<file path="src/rtl/sbs_pkg.sv">
`timescale 1ns / 1ps
// Shared types and constants for the serial bootloader sequencer.
// No dependencies; imported by every other file of the block.
package sbs_pkg;

  localparam int unsigned ADDR_W       = 17;
  localparam int unsigned WORD_W       = 16;
  localparam int unsigned ROW_WORDS_DEF = 64;
  localparam int unsigned MAX_RES      = 3;
  localparam int unsigned FIFO_DEPTH   = 2;

  localparam logic [7:0]        SYNC_FIRST   = 8'h55;
  localparam logic [7:0]        SYNC_SECOND  = 8'hAA;
  localparam logic [7:0]        TIMEOUT_RST  = 8'd186;
  localparam logic [7:0]        RETRY_RST    = 8'd3;
  localparam logic [ADDR_W-1:0] REG_START_RST = 17'h00900;
  localparam logic [ADDR_W-1:0] REG_END_RST  = 17'h1FFFF;

  typedef enum logic [1:0] {
    CFG_TIMEOUT = 2'd0,
    CFG_RETRY   = 2'd1,
    CFG_START   = 2'd2,
    CFG_END     = 2'd3
  } cfg_idx_e;

  typedef enum logic [1:0] {
    PH_WAIT = 2'd0,
    PH_RECV = 2'd1,
    PH_DONE = 2'd2
  } phase_e;

  typedef enum logic [3:0] {
    K_WORD        = 4'd0,
    K_COMMIT      = 4'd1,
    K_ERASE       = 4'd2,
    K_ACK         = 4'd3,
    K_INIT        = 4'd4,
    K_HS_TIMEOUT  = 4'd5,
    K_PKT_TIMEOUT = 4'd6,
    K_END         = 4'd7,
    K_ERROR       = 4'd8
  } kind_e;

  typedef struct packed {
    kind_e             kind;
    logic [ADDR_W-1:0] addr;
    logic [WORD_W-1:0] word;
  } result_t;

  // Results caused by one input transaction, emitted in index order.
  typedef struct packed {
    logic [1:0]              cnt;
    result_t [MAX_RES-1:0]   res;
  } bundle_t;

endpackage

</file>
<file path="src/rtl/serial_bootloader_sequencer.sv">
`timescale 1ns / 1ps
// Serial bootloader sequencer top level: front end, bundle queue, emitter.
// Depends on sbs_pkg, sbs_front, sbs_fifo, sbs_back.
// Path: the first result of an input is registered in the bundle queue, then in the output register.
// Throughput: one input per cycle while the 2-entry bundle queue has room;
// the emitter drains one result per cycle while the output is not stalled.
// Reset: asynchronous active low; protocol returns to handshake wait and
// configuration registers take their default values.
module serial_bootloader_sequencer #(
  parameter int unsigned ROW_WORDS = sbs_pkg::ROW_WORDS_DEF
) (
  input  logic                       clk_i,
  input  logic                       rst_ni,
  input  logic                       s_axis_tvalid,
  output logic                       s_axis_tready,
  input  logic [7:0]                 s_axis_tdata,  // [7:0] rx_byte
  input  logic                       s_axis_tuser,  // [0] mode
  output logic                       m_axis_tvalid,
  input  logic                       m_axis_tready,
  output logic [39:0]                m_axis_tdata,  // [16:0] target_address, [32:17] word_value
  output logic [3:0]                 m_axis_tuser,  // [3:0] kind
  output logic                       m_axis_tlast,
  input  logic                       cfg_we_i,
  input  logic [1:0]                 cfg_idx_i,
  input  logic [sbs_pkg::ADDR_W-1:0] cfg_wdata_i
);
  import sbs_pkg::*;

  logic              push_valid, push_ready, head_valid, pop;
  bundle_t           push_data, head_data;
  logic [ADDR_W-1:0] addr;
  logic [WORD_W-1:0] word;

  sbs_front #(.ROW_WORDS(ROW_WORDS)) u_front (
    .clk_i        (clk_i),
    .rst_ni       (rst_ni),
    .in_valid_i   (s_axis_tvalid),
    .in_ready_o   (s_axis_tready),
    .mode_i       (s_axis_tuser),
    .rx_byte_i    (s_axis_tdata),
    .cfg_we_i     (cfg_we_i),
    .cfg_idx_i    (cfg_idx_i),
    .cfg_wdata_i  (cfg_wdata_i),
    .push_valid_o (push_valid),
    .push_ready_i (push_ready),
    .push_data_o  (push_data)
  );

  sbs_fifo u_fifo (
    .clk_i        (clk_i),
    .rst_ni       (rst_ni),
    .push_valid_i (push_valid),
    .push_ready_o (push_ready),
    .push_data_i  (push_data),
    .head_valid_o (head_valid),
    .pop_i        (pop),
    .head_data_o  (head_data)
  );

  sbs_back u_back (
    .clk_i        (clk_i),
    .rst_ni       (rst_ni),
    .head_valid_i (head_valid),
    .head_data_i  (head_data),
    .pop_o        (pop),
    .out_valid_o  (m_axis_tvalid),
    .out_ready_i  (m_axis_tready),
    .kind_o       (m_axis_tuser),
    .addr_o       (addr),
    .word_o       (word),
    .last_o       (m_axis_tlast)
  );

  assign m_axis_tdata = {7'd0, word, addr};

endmodule

</file>
<file path="src/rtl/sbs_front.sv">
`timescale 1ns / 1ps
// Front end: accepts byte/tick transactions, runs the bootloader protocol
// state and pushes the resulting bundle of results. Depends on sbs_pkg.
module sbs_front #(
  parameter int unsigned ROW_WORDS = sbs_pkg::ROW_WORDS_DEF
) (
  input  logic                     clk_i,
  input  logic                     rst_ni,
  input  logic                     in_valid_i,
  output logic                     in_ready_o,
  input  logic                     mode_i,
  input  logic [7:0]               rx_byte_i,
  input  logic                     cfg_we_i,
  input  logic [1:0]               cfg_idx_i,
  input  logic [sbs_pkg::ADDR_W-1:0] cfg_wdata_i,
  output logic                     push_valid_o,
  input  logic                     push_ready_i,
  output sbs_pkg::bundle_t         push_data_o
);
  import sbs_pkg::*;

  localparam logic [7:0] ROW_BYTES = 8'(2 * ROW_WORDS);

  phase_e            phase_q, phase_d;
  logic [7:0]        prev_q, prev_d;
  logic [7:0]        tick_q, tick_d;
  logic [7:0]        retry_q, retry_d;
  logic [ADDR_W-1:0] row_q, row_d;
  logic [6:0]        bidx_q, bidx_d;
  logic [7:0]        low_q, low_d;

  logic [7:0]        timeout_q, limit_q;
  logic [ADDR_W-1:0] rstart_q, rend_q;

  logic              accept;
  logic [7:0]        tick_inc, retry_inc;
  logic              tick_hit, sync_hit, retry_err, row_done, end_hit;
  logic [6:0]        bidx_inc;
  logic [ADDR_W-1:0] row_base, word_addr;
  logic [ADDR_W:0]   next_row;
  logic [ADDR_W+1:0] next_last;
  bundle_t           bundle;

  assign in_ready_o = push_ready_i;
  assign accept     = in_valid_i & in_ready_o;

  assign tick_inc  = tick_q + 8'd1;
  assign tick_hit  = tick_inc >= timeout_q;
  assign sync_hit  = (prev_q == SYNC_FIRST) && (rx_byte_i == SYNC_SECOND);
  assign retry_inc = (retry_q != 8'hFF) ? retry_q + 8'd1 : retry_q;
  assign retry_err = retry_inc >= limit_q;
  assign bidx_inc  = bidx_q + 7'd1;
  assign row_done  = ({1'b0, bidx_inc} >= ROW_BYTES) || (bidx_inc == 7'd0);
  assign row_base  = {row_q[ADDR_W-1:7], 7'd0};
  assign word_addr = row_base + {10'd0, bidx_q[6:1], 1'b0};
  assign next_row  = {1'b0, row_q} + {10'd0, ROW_BYTES};
  // Compared without wrapping so running off the top always ends the write.
  assign next_last = {1'b0, next_row} + {11'd0, ROW_BYTES - 8'd1};
  assign end_hit   = next_last > {2'b00, rend_q};

  // Next phase
  always_comb begin
    phase_d = phase_q;
    if (accept) begin
      case (phase_q)
        PH_WAIT: begin
          if (mode_i && tick_hit) phase_d = PH_DONE;
          else if (!mode_i && sync_hit) phase_d = PH_RECV;
        end
        PH_RECV: begin
          if (mode_i && tick_hit && retry_err) phase_d = PH_DONE;
          else if (!mode_i && row_done && end_hit) phase_d = PH_DONE;
        end
        default: phase_d = phase_q;
      endcase
    end
  end

  // Datapath state and result bundle
  always_comb begin
    prev_d  = prev_q;
    tick_d  = tick_q;
    retry_d = retry_q;
    row_d   = row_q;
    bidx_d  = bidx_q;
    low_d   = low_q;
    bundle  = '0;
    for (int i = 0; i < MAX_RES; i++) bundle.res[i].kind = K_ACK;
    case (phase_q)
      PH_WAIT: begin
        if (mode_i) begin
          tick_d = tick_hit ? 8'd0 : tick_inc;
          if (tick_hit) begin
            bundle.cnt         = 2'd1;
            bundle.res[0].kind = K_HS_TIMEOUT;
          end
        end else begin
          prev_d = rx_byte_i;
          if (sync_hit) begin
            bundle.cnt         = 2'd3;
            bundle.res[0].kind = K_INIT;
            bundle.res[1].kind = K_ERASE;
            bundle.res[1].addr = rstart_q;
            bundle.res[2].kind = K_ACK;
            row_d   = rstart_q;
            bidx_d  = 7'd0;
            retry_d = 8'd0;
            tick_d  = 8'd0;
          end
        end
      end
      PH_RECV: begin
        if (mode_i) begin
          tick_d = tick_hit ? 8'd0 : tick_inc;
          if (tick_hit) begin
            bidx_d             = 7'd0;
            retry_d            = retry_inc;
            bundle.cnt         = 2'd2;
            bundle.res[0].kind = K_PKT_TIMEOUT;
            bundle.res[1].kind = retry_err ? K_ERROR : K_ACK;
          end
        end else begin
          tick_d = 8'd0;
          bidx_d = bidx_inc;
          if (!bidx_q[0]) begin
            low_d = rx_byte_i;
          end else begin
            bundle.cnt         = 2'd1;
            bundle.res[0].kind = K_WORD;
            bundle.res[0].addr = word_addr;
            bundle.res[0].word = {rx_byte_i, low_q};
          end
          if (row_done) begin
            bidx_d  = 7'd0;
            retry_d = 8'd0;
            row_d   = next_row[ADDR_W-1:0];
            // Commit and ack/end follow the word latch when there is one.
            if (bidx_q[0]) begin
              bundle.cnt         = 2'd3;
              bundle.res[1].kind = K_COMMIT;
              bundle.res[1].addr = row_base;
              bundle.res[2].kind = end_hit ? K_END : K_ACK;
            end else begin
              bundle.cnt         = 2'd2;
              bundle.res[0].kind = K_COMMIT;
              bundle.res[0].addr = row_base;
              bundle.res[1].kind = end_hit ? K_END : K_ACK;
            end
          end
        end
      end
      default: bundle.cnt = 2'd0;
    endcase
  end

  assign push_valid_o = accept && (bundle.cnt != 2'd0);
  assign push_data_o  = bundle;

  always_ff @(posedge clk_i or negedge rst_ni) begin
    if (!rst_ni) begin
      phase_q <= PH_WAIT;
      prev_q  <= '0;
      tick_q  <= '0;
      retry_q <= '0;
      row_q   <= '0;
      bidx_q  <= '0;
      low_q   <= '0;
    end else if (accept) begin
      phase_q <= phase_d;
      prev_q  <= prev_d;
      tick_q  <= tick_d;
      retry_q <= retry_d;
      row_q   <= row_d;
      bidx_q  <= bidx_d;
      low_q   <= low_d;
    end
  end

  always_ff @(posedge clk_i or negedge rst_ni) begin
    if (!rst_ni) begin
      timeout_q <= TIMEOUT_RST;
      limit_q   <= RETRY_RST;
      rstart_q  <= REG_START_RST;
      rend_q    <= REG_END_RST;
    end else if (cfg_we_i) begin
      case (cfg_idx_i)
        CFG_TIMEOUT: timeout_q <= cfg_wdata_i[7:0];
        CFG_RETRY:   limit_q   <= cfg_wdata_i[7:0];
        CFG_START:   rstart_q  <= cfg_wdata_i;
        CFG_END:     rend_q    <= cfg_wdata_i;
        default:     timeout_q <= timeout_q;
      endcase
    end
  end

`ifndef SYNTHESIS
  a_done_sticky: assert property (@(posedge clk_i) disable iff (!rst_ni)
    phase_q == PH_DONE |=> phase_q == PH_DONE)
    else $error("finished phase left without reset");

  a_no_push_when_done: assert property (@(posedge clk_i) disable iff (!rst_ni)
    phase_q == PH_DONE |-> !push_valid_o)
    else $error("result produced after finish");
`endif

endmodule

</file>
<file path="src/rtl/sbs_fifo.sv">
`timescale 1ns / 1ps
// Short bundle queue decoupling the front end from the result emitter.
// Depends on sbs_pkg.
module sbs_fifo (
  input  logic             clk_i,
  input  logic             rst_ni,
  input  logic             push_valid_i,
  output logic             push_ready_o,
  input  sbs_pkg::bundle_t push_data_i,
  output logic             head_valid_o,
  input  logic             pop_i,
  output sbs_pkg::bundle_t head_data_o
);
  import sbs_pkg::*;

  localparam int unsigned PW = (FIFO_DEPTH > 1) ? $clog2(FIFO_DEPTH) : 1;
  localparam int unsigned CW = $clog2(FIFO_DEPTH + 1);
  localparam logic [CW-1:0] DEPTH_C = CW'(FIFO_DEPTH);
  localparam logic [PW-1:0] LAST_C  = PW'(FIFO_DEPTH - 1);

  bundle_t         mem_q [FIFO_DEPTH];
  logic [PW-1:0]   wr_q, wr_d, rd_q, rd_d;
  logic [CW-1:0]   cnt_q, cnt_d;
  logic            push, pop;

  assign push_ready_o = cnt_q != DEPTH_C;
  assign head_valid_o = cnt_q != '0;
  assign head_data_o  = mem_q[rd_q];
  assign push         = push_valid_i & push_ready_o;
  assign pop          = pop_i & head_valid_o;

  always_comb begin
    wr_d  = push ? ((wr_q == LAST_C) ? '0 : wr_q + 1'b1) : wr_q;
    rd_d  = pop  ? ((rd_q == LAST_C) ? '0 : rd_q + 1'b1) : rd_q;
    cnt_d = cnt_q + CW'(push) - CW'(pop);
  end

  always_ff @(posedge clk_i) begin
    if (push) mem_q[wr_q] <= push_data_i;
  end

  always_ff @(posedge clk_i or negedge rst_ni) begin
    if (!rst_ni) begin
      wr_q  <= '0;
      rd_q  <= '0;
      cnt_q <= '0;
    end else begin
      wr_q  <= wr_d;
      rd_q  <= rd_d;
      cnt_q <= cnt_d;
    end
  end

`ifndef SYNTHESIS
  a_cnt_range: assert property (@(posedge clk_i) disable iff (!rst_ni)
    cnt_q <= DEPTH_C)
    else $error("queue occupancy out of range");
`endif

endmodule

</file>
<file path="src/rtl/sbs_back.sv">
`timescale 1ns / 1ps
// Back end: walks the head bundle into the output register one result
// per cycle unless stalled; pops it after its final result. Needs sbs_pkg.
module sbs_back (
  input  logic                       clk_i,
  input  logic                       rst_ni,
  input  logic                       head_valid_i,
  input  sbs_pkg::bundle_t           head_data_i,
  output logic                       pop_o,
  output logic                       out_valid_o,
  input  logic                       out_ready_i,
  output logic [3:0]                 kind_o,
  output logic [sbs_pkg::ADDR_W-1:0] addr_o,
  output logic [sbs_pkg::WORD_W-1:0] word_o,
  output logic                       last_o
);
  import sbs_pkg::*;

  logic       vld_q, vld_d;
  result_t    res_q, res_d;
  logic       last_q, last_d;
  logic [1:0] idx_q, idx_d;
  logic       load, is_last;

  assign load    = head_valid_i && (!vld_q || out_ready_i);
  assign is_last = idx_q == (head_data_i.cnt - 2'd1);
  assign pop_o   = load && is_last;

  always_comb begin
    vld_d  = vld_q;
    res_d  = res_q;
    last_d = last_q;
    idx_d  = idx_q;
    if (load) begin
      vld_d  = 1'b1;
      res_d  = head_data_i.res[idx_q];
      last_d = is_last;
      idx_d  = is_last ? 2'd0 : idx_q + 2'd1;
    end else if (out_ready_i) begin
      vld_d = 1'b0;
    end
  end

  always_ff @(posedge clk_i or negedge rst_ni) begin
    if (!rst_ni) begin
      vld_q <= 1'b0;
      idx_q <= '0;
    end else begin
      vld_q <= vld_d;
      idx_q <= idx_d;
    end
  end

  always_ff @(posedge clk_i) begin
    res_q  <= res_d;
    last_q <= last_d;
  end

  assign out_valid_o = vld_q;
  assign kind_o      = res_q.kind;
  assign addr_o      = res_q.addr;
  assign word_o      = res_q.word;
  assign last_o      = last_q;

`ifndef SYNTHESIS
  a_idx_in_bundle: assert property (@(posedge clk_i) disable iff (!rst_ni)
    head_valid_i |-> idx_q < head_data_i.cnt)
    else $error("result index past bundle size");
`endif

endmodule

</file>
<file path="config.mk">
export PLATFORM = sky130hd
export DESIGN_NAME = serial_bootloader_sequencer
export DESIGN_NICKNAME = d
export VERILOG_FILES = /design/src/rtl/sbs_pkg.sv /design/src/rtl/serial_bootloader_sequencer.sv /design/src/rtl/sbs_front.sv /design/src/rtl/sbs_fifo.sv /design/src/rtl/sbs_back.sv
export SDC_FILE = /design/constraint.sdc
export NUM_CORES = 1
export LEC_CHECK = 0
export BUFFER_PORTS_ARGS = -buffer_cell sky130_fd_sc_hd__clkbuf_2
export CELL_PAD_IN_SITES_DETAIL_PLACEMENT = 1
export CELL_PAD_IN_SITES_GLOBAL_PLACEMENT = 2
export CORE_MARGIN = 2
export CORE_UTILIZATION = 49
export CTS_BUF_LIST = sky130_fd_sc_hd__clkbuf_16
export CTS_CLUSTER_DIAMETER = 40
export DETAILED_ROUTE_END_ITERATION = 12
export PLACE_DENSITY = 0.95
export REMOVE_ABC_BUFFERS = 1
export SYNTH_ARGS = -nofsm -noshare
export SYNTH_HDL_FRONTEND = slang
export SYNTH_HIERARCHICAL = 1
export SYNTH_SLANG_ARGS = --single-unit
</file>
<file path="constraint.sdc">
create_clock -name clk_i -period 21 [get_ports clk_i]
set_input_delay 4.2 -clock clk_i [delete_from_list [all_inputs] [get_ports clk_i]]
set_output_delay 4.2 -clock clk_i [all_outputs]
set_load 0.01 [all_outputs]
</file>
* After elaboration in Yosys (flattened, before gate mapping)
Memory sizes are Yosys's and may differ from the RTL's.
Cells that the tools add are included.
** Storage, ports and cells
- Flip-flop bits (word level) :: 153
- Bits in latches :: 0
- Bits in writable memories :: 128
- Memory bits (read-only) :: 0
- Input bits :: 33
- Output and inout port bits :: 47
- Memories kept :: 1
** Memories
- u_fifo.mem_q :: depth 2, width 64, rd ports 1, clocked after memory_dff 0, wr ports 1, line sbs_fifo.sv:21 : bundle_t mem_q [FIFO_DEPTH];
** Operators by class
- Add/sub/neg operators :: 12
- Multiply operators :: 0
- Divide/modulo/power cells :: 0
- $lt $le $gt $ge :: 4
- Equality and inequality tests :: 18
- Shift-type cells :: 0
- Muxes and demuxes :: 71
- Bitwise operators :: 5
- Reduce and logical (&&, ||, !) cells :: 30
** Operators by type and width (count)
- 17-bit 2-to-1 mux :: 6
- 37-bit binary-select mux with 2-bit select :: 1
- 8-bit 2-to-1 mux :: 9
- 33-bit 2-to-1 mux :: 2
- 21-bit 2-to-1 mux :: 3
- 21-bit case mux with 2 select lines :: 1
- 37-bit 2-to-1 mux :: 1
- 4-bit 2-to-1 mux :: 9
- 35-bit 2-to-1 mux :: 1
- 7-bit 2-to-1 mux :: 5
- 17-bit case mux with 2 select lines :: 1
- 8-bit case mux with 2 select lines :: 2
- 18-bit by 7-bit adder with 19-bit output (second input constant) :: 1
- 19-bit by 17-bit > comparator with 1-bit output :: 1
- 19-bit 2-to-1 mux :: 1
- 17-bit by 8-bit adder with 18-bit output (second input constant) :: 1
- 18-bit 2-to-1 mux :: 1
- 17-bit by 7-bit adder with 17-bit output :: 1
- 8-bit by 1-bit adder with 8-bit output (second input constant) :: 2
- 8-bit >= comparator :: 2
- 2-bit 2-to-1 mux :: 8
- 4-bit case mux with 2 select lines :: 2
- 7-bit case mux with 2 select lines :: 1
- 3-bit 2-to-1 mux :: 4
- 33 further kinds :: 74

* Logic depth before layout (Yosys ltp)
Gate-level depths: netlist of run 1.
- Depth in word-level cells :: 13
- Depth in mapped cells :: 15

* Modules after synthesis
The synthesis of run 1 kept the hierarchy.
** Modules (own cells, without submodules)
- sbs_fifo :: instances 1, cells each 374, area an instance 8622.0 um^2
- sbs_front :: instances 1, cells each 736, area an instance 7139.3 um^2
- sbs_back :: instances 1, cells each 184, area an instance 2127.0 um^2
- serial_bootloader_sequencer :: instances 1, cells each 8, area an instance 56.3 um^2

* Least setup slack after synthesis of run 1
Ideal clock, no wire load.
- Path type :: input-to-reg
- From :: input s_axis_tdata[0]
- To :: memory u_fifo/mem_q[0][0] (netlist bit) (enable)
- Setup time :: 586 ps
- Arrival time :: 10454 ps
- Slack :: 9960 ps
- Stages on the path :: 7
- Buffers on the path :: 0
- Cells stage by stage :: nor4bb_1 -> nand4_1 -> nor4_1 -> a211oi_1 -> a21oi_1 -> nand2_1 -> nor2_1
** On the way
- Cells in the longest elaborated chain, start to end :: 10
** RTL lines
- from (decl) :: line serial_bootloader_sequencer.sv:16 : input logic [7:0] s_axis_tdata,
- 8-bit == test :: line sbs_front.sv:49 : assign sync_hit = (prev_q == SYNC_FIRST) && (rx_byte_i == SYNC_SECOND);
- 1-bit logical AND :: line sbs_front.sv:49
- 6-bit 2-to-1 mux :: line sbs_front.sv:99 : if (sync_hit) begin
- 2-bit 2-to-1 mux :: line sbs_front.sv:91 : if (mode_i) begin
- 2-bit case mux with 2 select lines :: line sbs_front.sv:89 : case (phase_q)
- 2-bit nonzero test :: line sbs_front.sv:156 : assign push_valid_o = accept && (bundle.cnt != 2'd0);
- 1-bit logical AND :: line sbs_front.sv:156
- via push_valid :: line serial_bootloader_sequencer.sv:29 : logic push_valid, push_ready, head_valid, pop;
- 1-bit bitwise AND :: line sbs_fifo.sv:29 : assign push = push_valid_i & push_ready_o;
- 1-bit 2-to-1 mux :: line sbs_fifo.sv:39 : if (push) mem_q[wr_q] <= push_data_i;
- 1-bit 2-to-1 mux (not written as such) :: line sbs_fifo.sv:39
- to (decl) :: line sbs_fifo.sv:21
The timed path passes the listed nets, and every way through them passes these cells.

* Worst setup path in the final report of run 1
- From :: input s_axis_tdata[7]
- To :: memory u_fifo/mem_q[0][102] (netlist bit) (enable)
Same word-level chain as after synthesis.

==> results by group, run 1 <==
Global routing
  – Initial antenna violation count: 2
  – First-pass GRT wire length: 63.60 mm
  – GRT Residual Overflow: 0
  – Gr usage total: 0.2143
  – Largest net degree at the start of global routing: 86
  – Vias in the first global route: 11500

STA
  – Period minus WS final: 7.696 ns
  – Worst Clk Skew: 0.03537 ns
  – Period Utilization, post-route: 0.3665
  – Max Freq: 129.9 MHz
  – Final setup vio count: 0
  – Setup TNS: 0 ns
  – Final Hold Vio Count: 0
  – Worst-margin pin slew: 1.115 ns
  – Unrepaired setup endpoints after global routing: no
  – Slew headroom: 0.2569
  – Max Transition Viols Final: 0

Synth
  – Largest family of logic cells by synthesized area: multiplexers
  – Avg Inst Size Synth: 13.78 um^2
  – Post-Synthesis Cells: 1302
  – Synth Area in Compound Gates: 0.06819
  – Sequential share of the synthesized area: 0.6040
  – Top cells by count, synth: edfxtp_1 (264), mux2_2 (119), dfrtp_1 (89)
  – Number of enable flip-flop cells after synthesis: 264
  – Main synth FF type: edfxtp_1
  – Post-Synth Simple-Gate Area: 0.08053
  – Synth top area share: 0.4418
  – Multiplexer share of the synthesized area: 0.1461
  – Post-Synth Adder-Cell Area: 0.02859
  – Most frequent cell after synthesis: edfxtp_1
  – FFs w/ async S/R, synth: 0.3034
  – Cell taking the most area after synthesis: edfxtp_1
  – Mapped Area: 0.01794 mm^2
  – Xor/xnor share of the synthesized area: 0.01604
  – Warnings from Yosys: 6
  – Yosys reg bits: 379
  – Area contributors post-synth: edfxtp_1 (44%), dfrtp_1 (12%), mux2_2 (7.5%)
  – Netlist cell types: 69

Clock network
  – Num Clock Sinks: 379
  – Clk Latency, worst-skew pair: 0.60 ns
  – Clk buf depth: 3
  – CTS Hold Bufs: 0
  – Clk slew on worst S/H paths: 0.06 ns
  – Root Buffer: clkbuf_16
  – CTS tree: yes
  – Clock buffer count from CTS: 51
  – # Post-CTS Setup Buffers: 0
  – H-Tree Level Count: 2
  – Post_cts resized: 0

Final layout
  – FILL cells: 3541
  – ANT cells: 0
  – Util after Layout: 0.5546
  – Final cell count without fillers: 1885
  – Synth-to-Final Area Change: 12.33%
  – Nets: 1448
  – Layout cells sized above 1: 0.2766
  – Multi-input combinational cell area: 0.006344 mm^2
  – Register area: 0.01084 mm^2

Setup path
  – Crit. End Element: flop
  – Req. time, crit path: 21.19 ns
  – Kind of critical path: primary input to flop
  – Crit start category: primary input
  – Worst Path Max Fanout: 72
  – Arrival time worst endpoint: 7.89 ns

Run
  – Max cap viols: 0

Power and ir drop
  – Leakage: 0.007759 uW
  – Power Dens Cells: 87.55 mW/mm^2
  – Psw: 398.0 uW
  – Sw Share: 0.2255
  – Sequential share of power: 0.472
  – Logic pwr share: 0.035
  – Clock power frac: 0.493
  – Max rail drop VDD: 0.06409 mV
  – Internal power: 1367 uW
  – Total Power: 1765 uW

Place
  – DP HPWL: 25.77 mm
  – Placer congestion estimate: 0.7946
  – PortBufs: 72
  – Inst Count DP: 1789

Floorplan
  – Die area: 0.03817 mm^2
  – I/O pin total: 80
  – FP Rows: 70
  – Width of the die: 195.4 um
  – Core area: 0.03635 mm^2
  – Starting density of the core: 0.4937
  – Die Y: 195.4 um

Drt
  – Vias: 10600
  – Avg Vias per Cell: 5.621
  – Final antenna-violating net count: 0
  – Drt pass-1 iters: 5
  – DRC: 0
  – Total wire length: 40.40 mm
  – Drt initial violations: 645
  – Routed len/inst: 21.43 um

Run status
  – Run status: complete, no violations

Worst hold path
  – Worst Hold Class: flop to flop
[state kept, by name (all words and copies together), names as in the netlist, 16 cells and up]
name,cells
u_front/row_q,17
u_front/rend_q,17
u_fifo/mem_q,226
u_back/word_o,16
u_back/addr_o,17
u_front/rstart_q,17
[critical path, cell delays in order]
cell and delay [ns]:
clkbuf_2 0.13, nor4bb_1 0.36, nand4_1 0.50, nor4_2 0.36, a211oi_1 0.14, a21oi_1 0.42, nand2_1 0.20, nor2_4 0.11
buf_4 0.50, buf_4 0.85
[layout make-up]
class / instances / area share
flip-flops and latches: 379 / 0.5379
multi-input cells: 811 / 0.3147
clock buffers: 53 / 0.06580
well taps: 468 / 0.02905
repair buffers: 84 / 0.02247
clock inverters: 43 / 0.02129
inverters: 47 / 0.008752
[worst paths after layout]
kind	startpoint	end	slack, ns	cells past startpoint
worst max-delay path	s_axis_tdata[7]	u_fifo/mem_q[0][102]	13.30	10
max in group asynchronous	rst_ni	u_front/row_q[12]	15.94	2
min in group asynchronous	rst_ni	u_front/tick_q[4]	3.55	1
worst max register to register	u_front/tick_q[0]	u_fifo/mem_q[0][102]	16.15	14
worst min register to register	u_front/prev_q[0]	u_front/prev_q[0]	0.51	1
worst min-delay path	u_front/prev_q[0]	u_front/prev_q[0]	0.51	1
[metrics by stage]
stage               setup WS (ns)  hold WS, ns  area (um^2)
floorplan                   8.778       0.4578        17330
global placement            12.96       0.4893        18400
detailed placement          12.80       0.4921        18400
CTS                         13.37       0.5074        20160
global route                13.08       0.5280        20160
finish                      13.30       0.5050        20160
[metal layers]
layer	GRT usage	share of wire	up-vias
met2	0.3770	0.51	226
met5	0	0.00067	-
met4	0.06785	0.026	4
met3	0.04111	0.041	84
met1	0.2672	0.42	5438
li1	-	-	4844
[placed cells by master, fill, tap and decap left out, types with 7 or more instances in the layout]
| master | netlist | routed |
|---|---|---|
| edfxtp_1 | 264 | 264 |
| mux2_2 | 119 | 119 |
| dfrtp_1 | 89 | 87 |
| nand2_1 | 79 | 79 |
| o21ai_0 | 77 | 77 |
| clkbuf_2 | 0 | 71 |
| conb_1 | 3 | 61 |
| mux2_4 | 60 | 60 |
| clkbuf_16 | 0 | 53 |
| inv_1 | 47 | 52 |
| and3_1 | 43 | 42 |
| ha_1 | 41 | 41 |
| mux2i_1 | 38 | 38 |
| nor2_1 | 36 | 34 |
| a21oi_1 | 29 | 29 |
| dfstp_2 | 26 | 26 |
| a22o_1 | 23 | 23 |
| xnor2_1 | 22 | 22 |
| nand3_1 | 17 | 17 |
| and2_1 | 15 | 15 |
| nor3_1 | 14 | 14 |
| buf_4 | 66 | 13 |
| nor2b_1 | 12 | 11 |
| a211oi_1 | 11 | 11 |
| nand2b_1 | 10 | 10 |
| nand4_1 | 10 | 10 |
| clkinv_1 | 0 | 9 |
| xor2_1 | 9 | 9 |
| clkinv_4 | 0 | 7 |
[logic make-up (layout without fill, tap and decap cells)]
family | after synthesis | after routing
DFF | 379 | 379
adders and majority gates | 41 | 41
and+or+nand+nor | 272 | 272
muxes | 217 | 217
AOI/OAI and AO/OA | 188 | 188
buffers and inverters | 170 | 227
other | 3 | 61
xor gates and xnor gates | 32 | 32
[power groups by stage]
stage / sequential [uW] / combinational (uW) / clock [uW]
3_3_place_gp: 847 / 56.1 / 0
4_1_cts: 833 / 61.1 / 892
6_report: 833 / 61.1 / 870
2_1_floorplan: 842 / 39.8 / 0
3_5_place_dp: 848 / 59.9 / 0
5_1_grt: 835 / 69.8 / 919
Note: power is estimated with default switching activity, not from simulation.
==> inputs of run 2 (changes only) <==
--- a/config.mk
+++ b/config.mk
@@ -9,11 +9,11 @@
 export CELL_PAD_IN_SITES_DETAIL_PLACEMENT = 1
 export CELL_PAD_IN_SITES_GLOBAL_PLACEMENT = 2
 export CORE_MARGIN = 2
-export CORE_UTILIZATION = 49
+export CORE_UTILIZATION = 41
 export CTS_BUF_LIST = sky130_fd_sc_hd__clkbuf_16
 export CTS_CLUSTER_DIAMETER = 40
 export DETAILED_ROUTE_END_ITERATION = 12
-export PLACE_DENSITY = 0.95
+export PLACE_DENSITY = 0.85
 export REMOVE_ABC_BUFFERS = 1
 export SYNTH_ARGS = -nofsm -noshare
 export SYNTH_HDL_FRONTEND = slang
==> constraint.sdc (replaced) <==
create_clock -name clk_i -period 6.81 [get_ports clk_i]
set_input_delay 1.362 -clock clk_i [delete_from_list [all_inputs] [get_ports clk_i]]
set_output_delay 1.362 -clock clk_i [all_outputs]
set_load 0.01 [all_outputs]
==> run 2 against run 1 <==
Clock power grew to 3.4 times the previous value; die area rose by 19%; final area up 1.9%; non-clock buffer count grew 3; final cell count increased by 6.7%; combinational power rose to 3.0 times the previous value; core utilization fell by 7.9 points; critical path depth is 1 lower; clock-buffer cell count grew 4; register-to-register slack worse by 14 ns; critical path type unchanged; largest cell class unchanged; largest power group unchanged.
==> results by group, run 2 (synthesis gave the netlist of run 1 again) <==
Clock network
  – Clk slew on worst S/H paths: 0.05 ns
  – Clk buf depth: 3
  – CTS Hold Bufs: 0
  – H-Tree Level Count: 2
  – # Post-CTS Setup Buffers: 0
  – CTS tree: yes
  – Root Buffer: clkbuf_16
  – Num Clock Sinks: 379
  – Clock buffer count from CTS: 56
  – Post_cts resized: 0
  – Clk Latency, worst-skew pair: 0.60 ns

Floorplan
  – Die area: 0.04546 mm^2
  – Core area: 0.04317 mm^2
  – Starting density of the core: 0.4157
  – FP Rows: 76
  – I/O pin total: 80
  – Die Y: 213.2 um
  – Width of the die: 213.2 um

Setup path
  – Arrival time worst endpoint: 4.67 ns
  – Worst reg2reg startpoint: u_front/tick_q[0]
  – Crit. End Element: flop
  – Worst Path Max Fanout: 50
  – Crit start category: primary input
  – Origin of the worst setup path: s_axis_tdata[7]
  – Worst Reg2Reg Path Length in Cells: 11
  – FF-to-FF End: u_fifo/mem_q[1][85]
  – Req. time, crit path: 7.07 ns
  – Flop2flop setup slack: 2.63 ns
  – Kind of critical path: primary input to flop

Worst hold path
  – Hold path endpoint: u_front/low_q[6]
  – Worst Hold Class: flop to flop
  – Hold Path Depth: 1
  – Hold_sp: u_front/low_q[6]

STA
  – Setup TNS: 0 ns
  – Worst Clk Skew: 0.01927 ns
  – Hold_ws: 0.5043 ns
  – Unrepaired setup endpoints after global routing: no
  – Final Hold Vio Count: 0
  – Final setup vio count: 0
  – Period minus WS final: 4.406 ns
  – Max Freq: 227.0 MHz
  – Slew headroom: 0.2849
  – Worst-margin pin slew: 1.070 ns
  – Max Transition Viols Final: 0
  – Period Utilization, post-route: 0.6470

Global routing
  – Largest net degree at the start of global routing: 86
  – Vias in the first global route: 11230
  – GRT Residual Overflow: 0
  – Initial antenna violation count: 1
  – First-pass GRT wire length: 62.49 mm
  – Gr usage total: 0.1791

Drt
  – DRC: 0
  – Drt pass-1 iters: 4
  – Total wire length: 39.54 mm
  – Avg Vias per Cell: 5.165
  – Final antenna-violating net count: 0
  – Vias: 10390
  – Routed len/inst: 19.65 um
  – Drt initial violations: 604

Final layout
  – Cell area after layout: 0.02054 mm^2
  – ANT cells: 0
  – Nets: 1456
  – Final cell count without fillers: 2012
  – Most frequent cells in the layout: edfxtp_1 (264), mux2_2 (119), dfrtp_1 (87)
  – Synth-to-Final Area Change: 14.46%
  – Biggest register: u_fifo/mem_q
  – Layout cells sized above 1: 0.2831
  – Max reg flops: 226
  – Commonest non-fill, non-tap cell in the layout: edfxtp_1

Place
  – DP HPWL: 25.33 mm
  – Inst Count DP: 1909
  – PortBufs: 72
  – Placer congestion estimate: 0.8006
  – Post-DP Area: 0.01860 mm^2

Run status
  – Run status: complete, no violations

Run
  – Max cap viols: 0

Power and ir drop
  – Max rail drop VDD: 0.2290 mV
  – Total Power: 5701 uW
  – Power Dens Cells: 277.6 mW/mm^2
  – Leakage: 0.007871 uW
[run 2: changes by cell type in the layout (fill, tap and decap cells not counted), sizes merged]
| cell | before | now |
|---|---|---|
| buf | 13 | 16 |
| bufinv | 4 | 8 |
| clkbuf | 124 | 128 |
| clkinv | 21 | 23 |
| clkinvlp | 4 | 5 |
| inv | 61 | 57 |
[run 2: critical path: stages]
cell	delay, ns
clkbuf_2	0.11
nor4bb_1	0.31
nand4_1	0.48
nor4_2	0.30
buf_4	0.29
a211oi_1	0.12
a21oi_1	0.41
and3_4	0.77
buf_4	0.46
[run 2: how the worst max path moves through the flow]
| stage | slack, ns | end | depth (start not counted) |
|---|---|---|---|
| final | 2.40 | u_fifo/mem_q[1][85] | 9 |
| after global routing | 2.11 | u_fifo/mem_q[1][86] | 9 |
| after CTS | 2.45 | u_fifo/mem_q[1][2] | 9 |
| after detailed placement | 1.77 | u_fifo/mem_q[1][10] | 9 |
| after global placement | 1.91 | u_fifo/mem_q[1][48] | 9 |
| after floorplan | -2.57 | u_fifo/mem_q[0][0] | 7 |
[run 2: final cells by class]
cell class / instances / area (um^2)
clock inverters: 46 / 513.0
well taps: 585 / 732.0
repair buffers: 87 / 500.5
clock buffers: 57 / 1426
flip-flops and latches: 379 / 10840
multi-input cells: 811 / 6349
fillers: 4433 / 22630
inverters: 47 / 176.4
[run 2: per-layer routing]
layer | GRT usage | part of all wire
met4 | 0.04622 | 0.017
met1 | 0.2325 | 0.44
met5 | 0 | 0.00040
met3 | 0.03530 | 0.045
met2 | 0.3072 | 0.49
[run 2: report_power, final]
part	internal [uW]	switching (uW)	total [uW]
logic	81.7	103	185
clock network	1840	1100	2940
registers	2530	44.5	2580
[run 2: through the flow]
step / utilization / worst slack (ns)
2_1_floorplan: - / -2.574
3_3_place_gp: 0.4308 / 1.906
3_5_place_dp: 0.4308 / 1.765
4_1_cts: 0.4758 / 2.453
5_1_grt: 0.4758 / 2.109
6_report: 0.4758 / 2.404
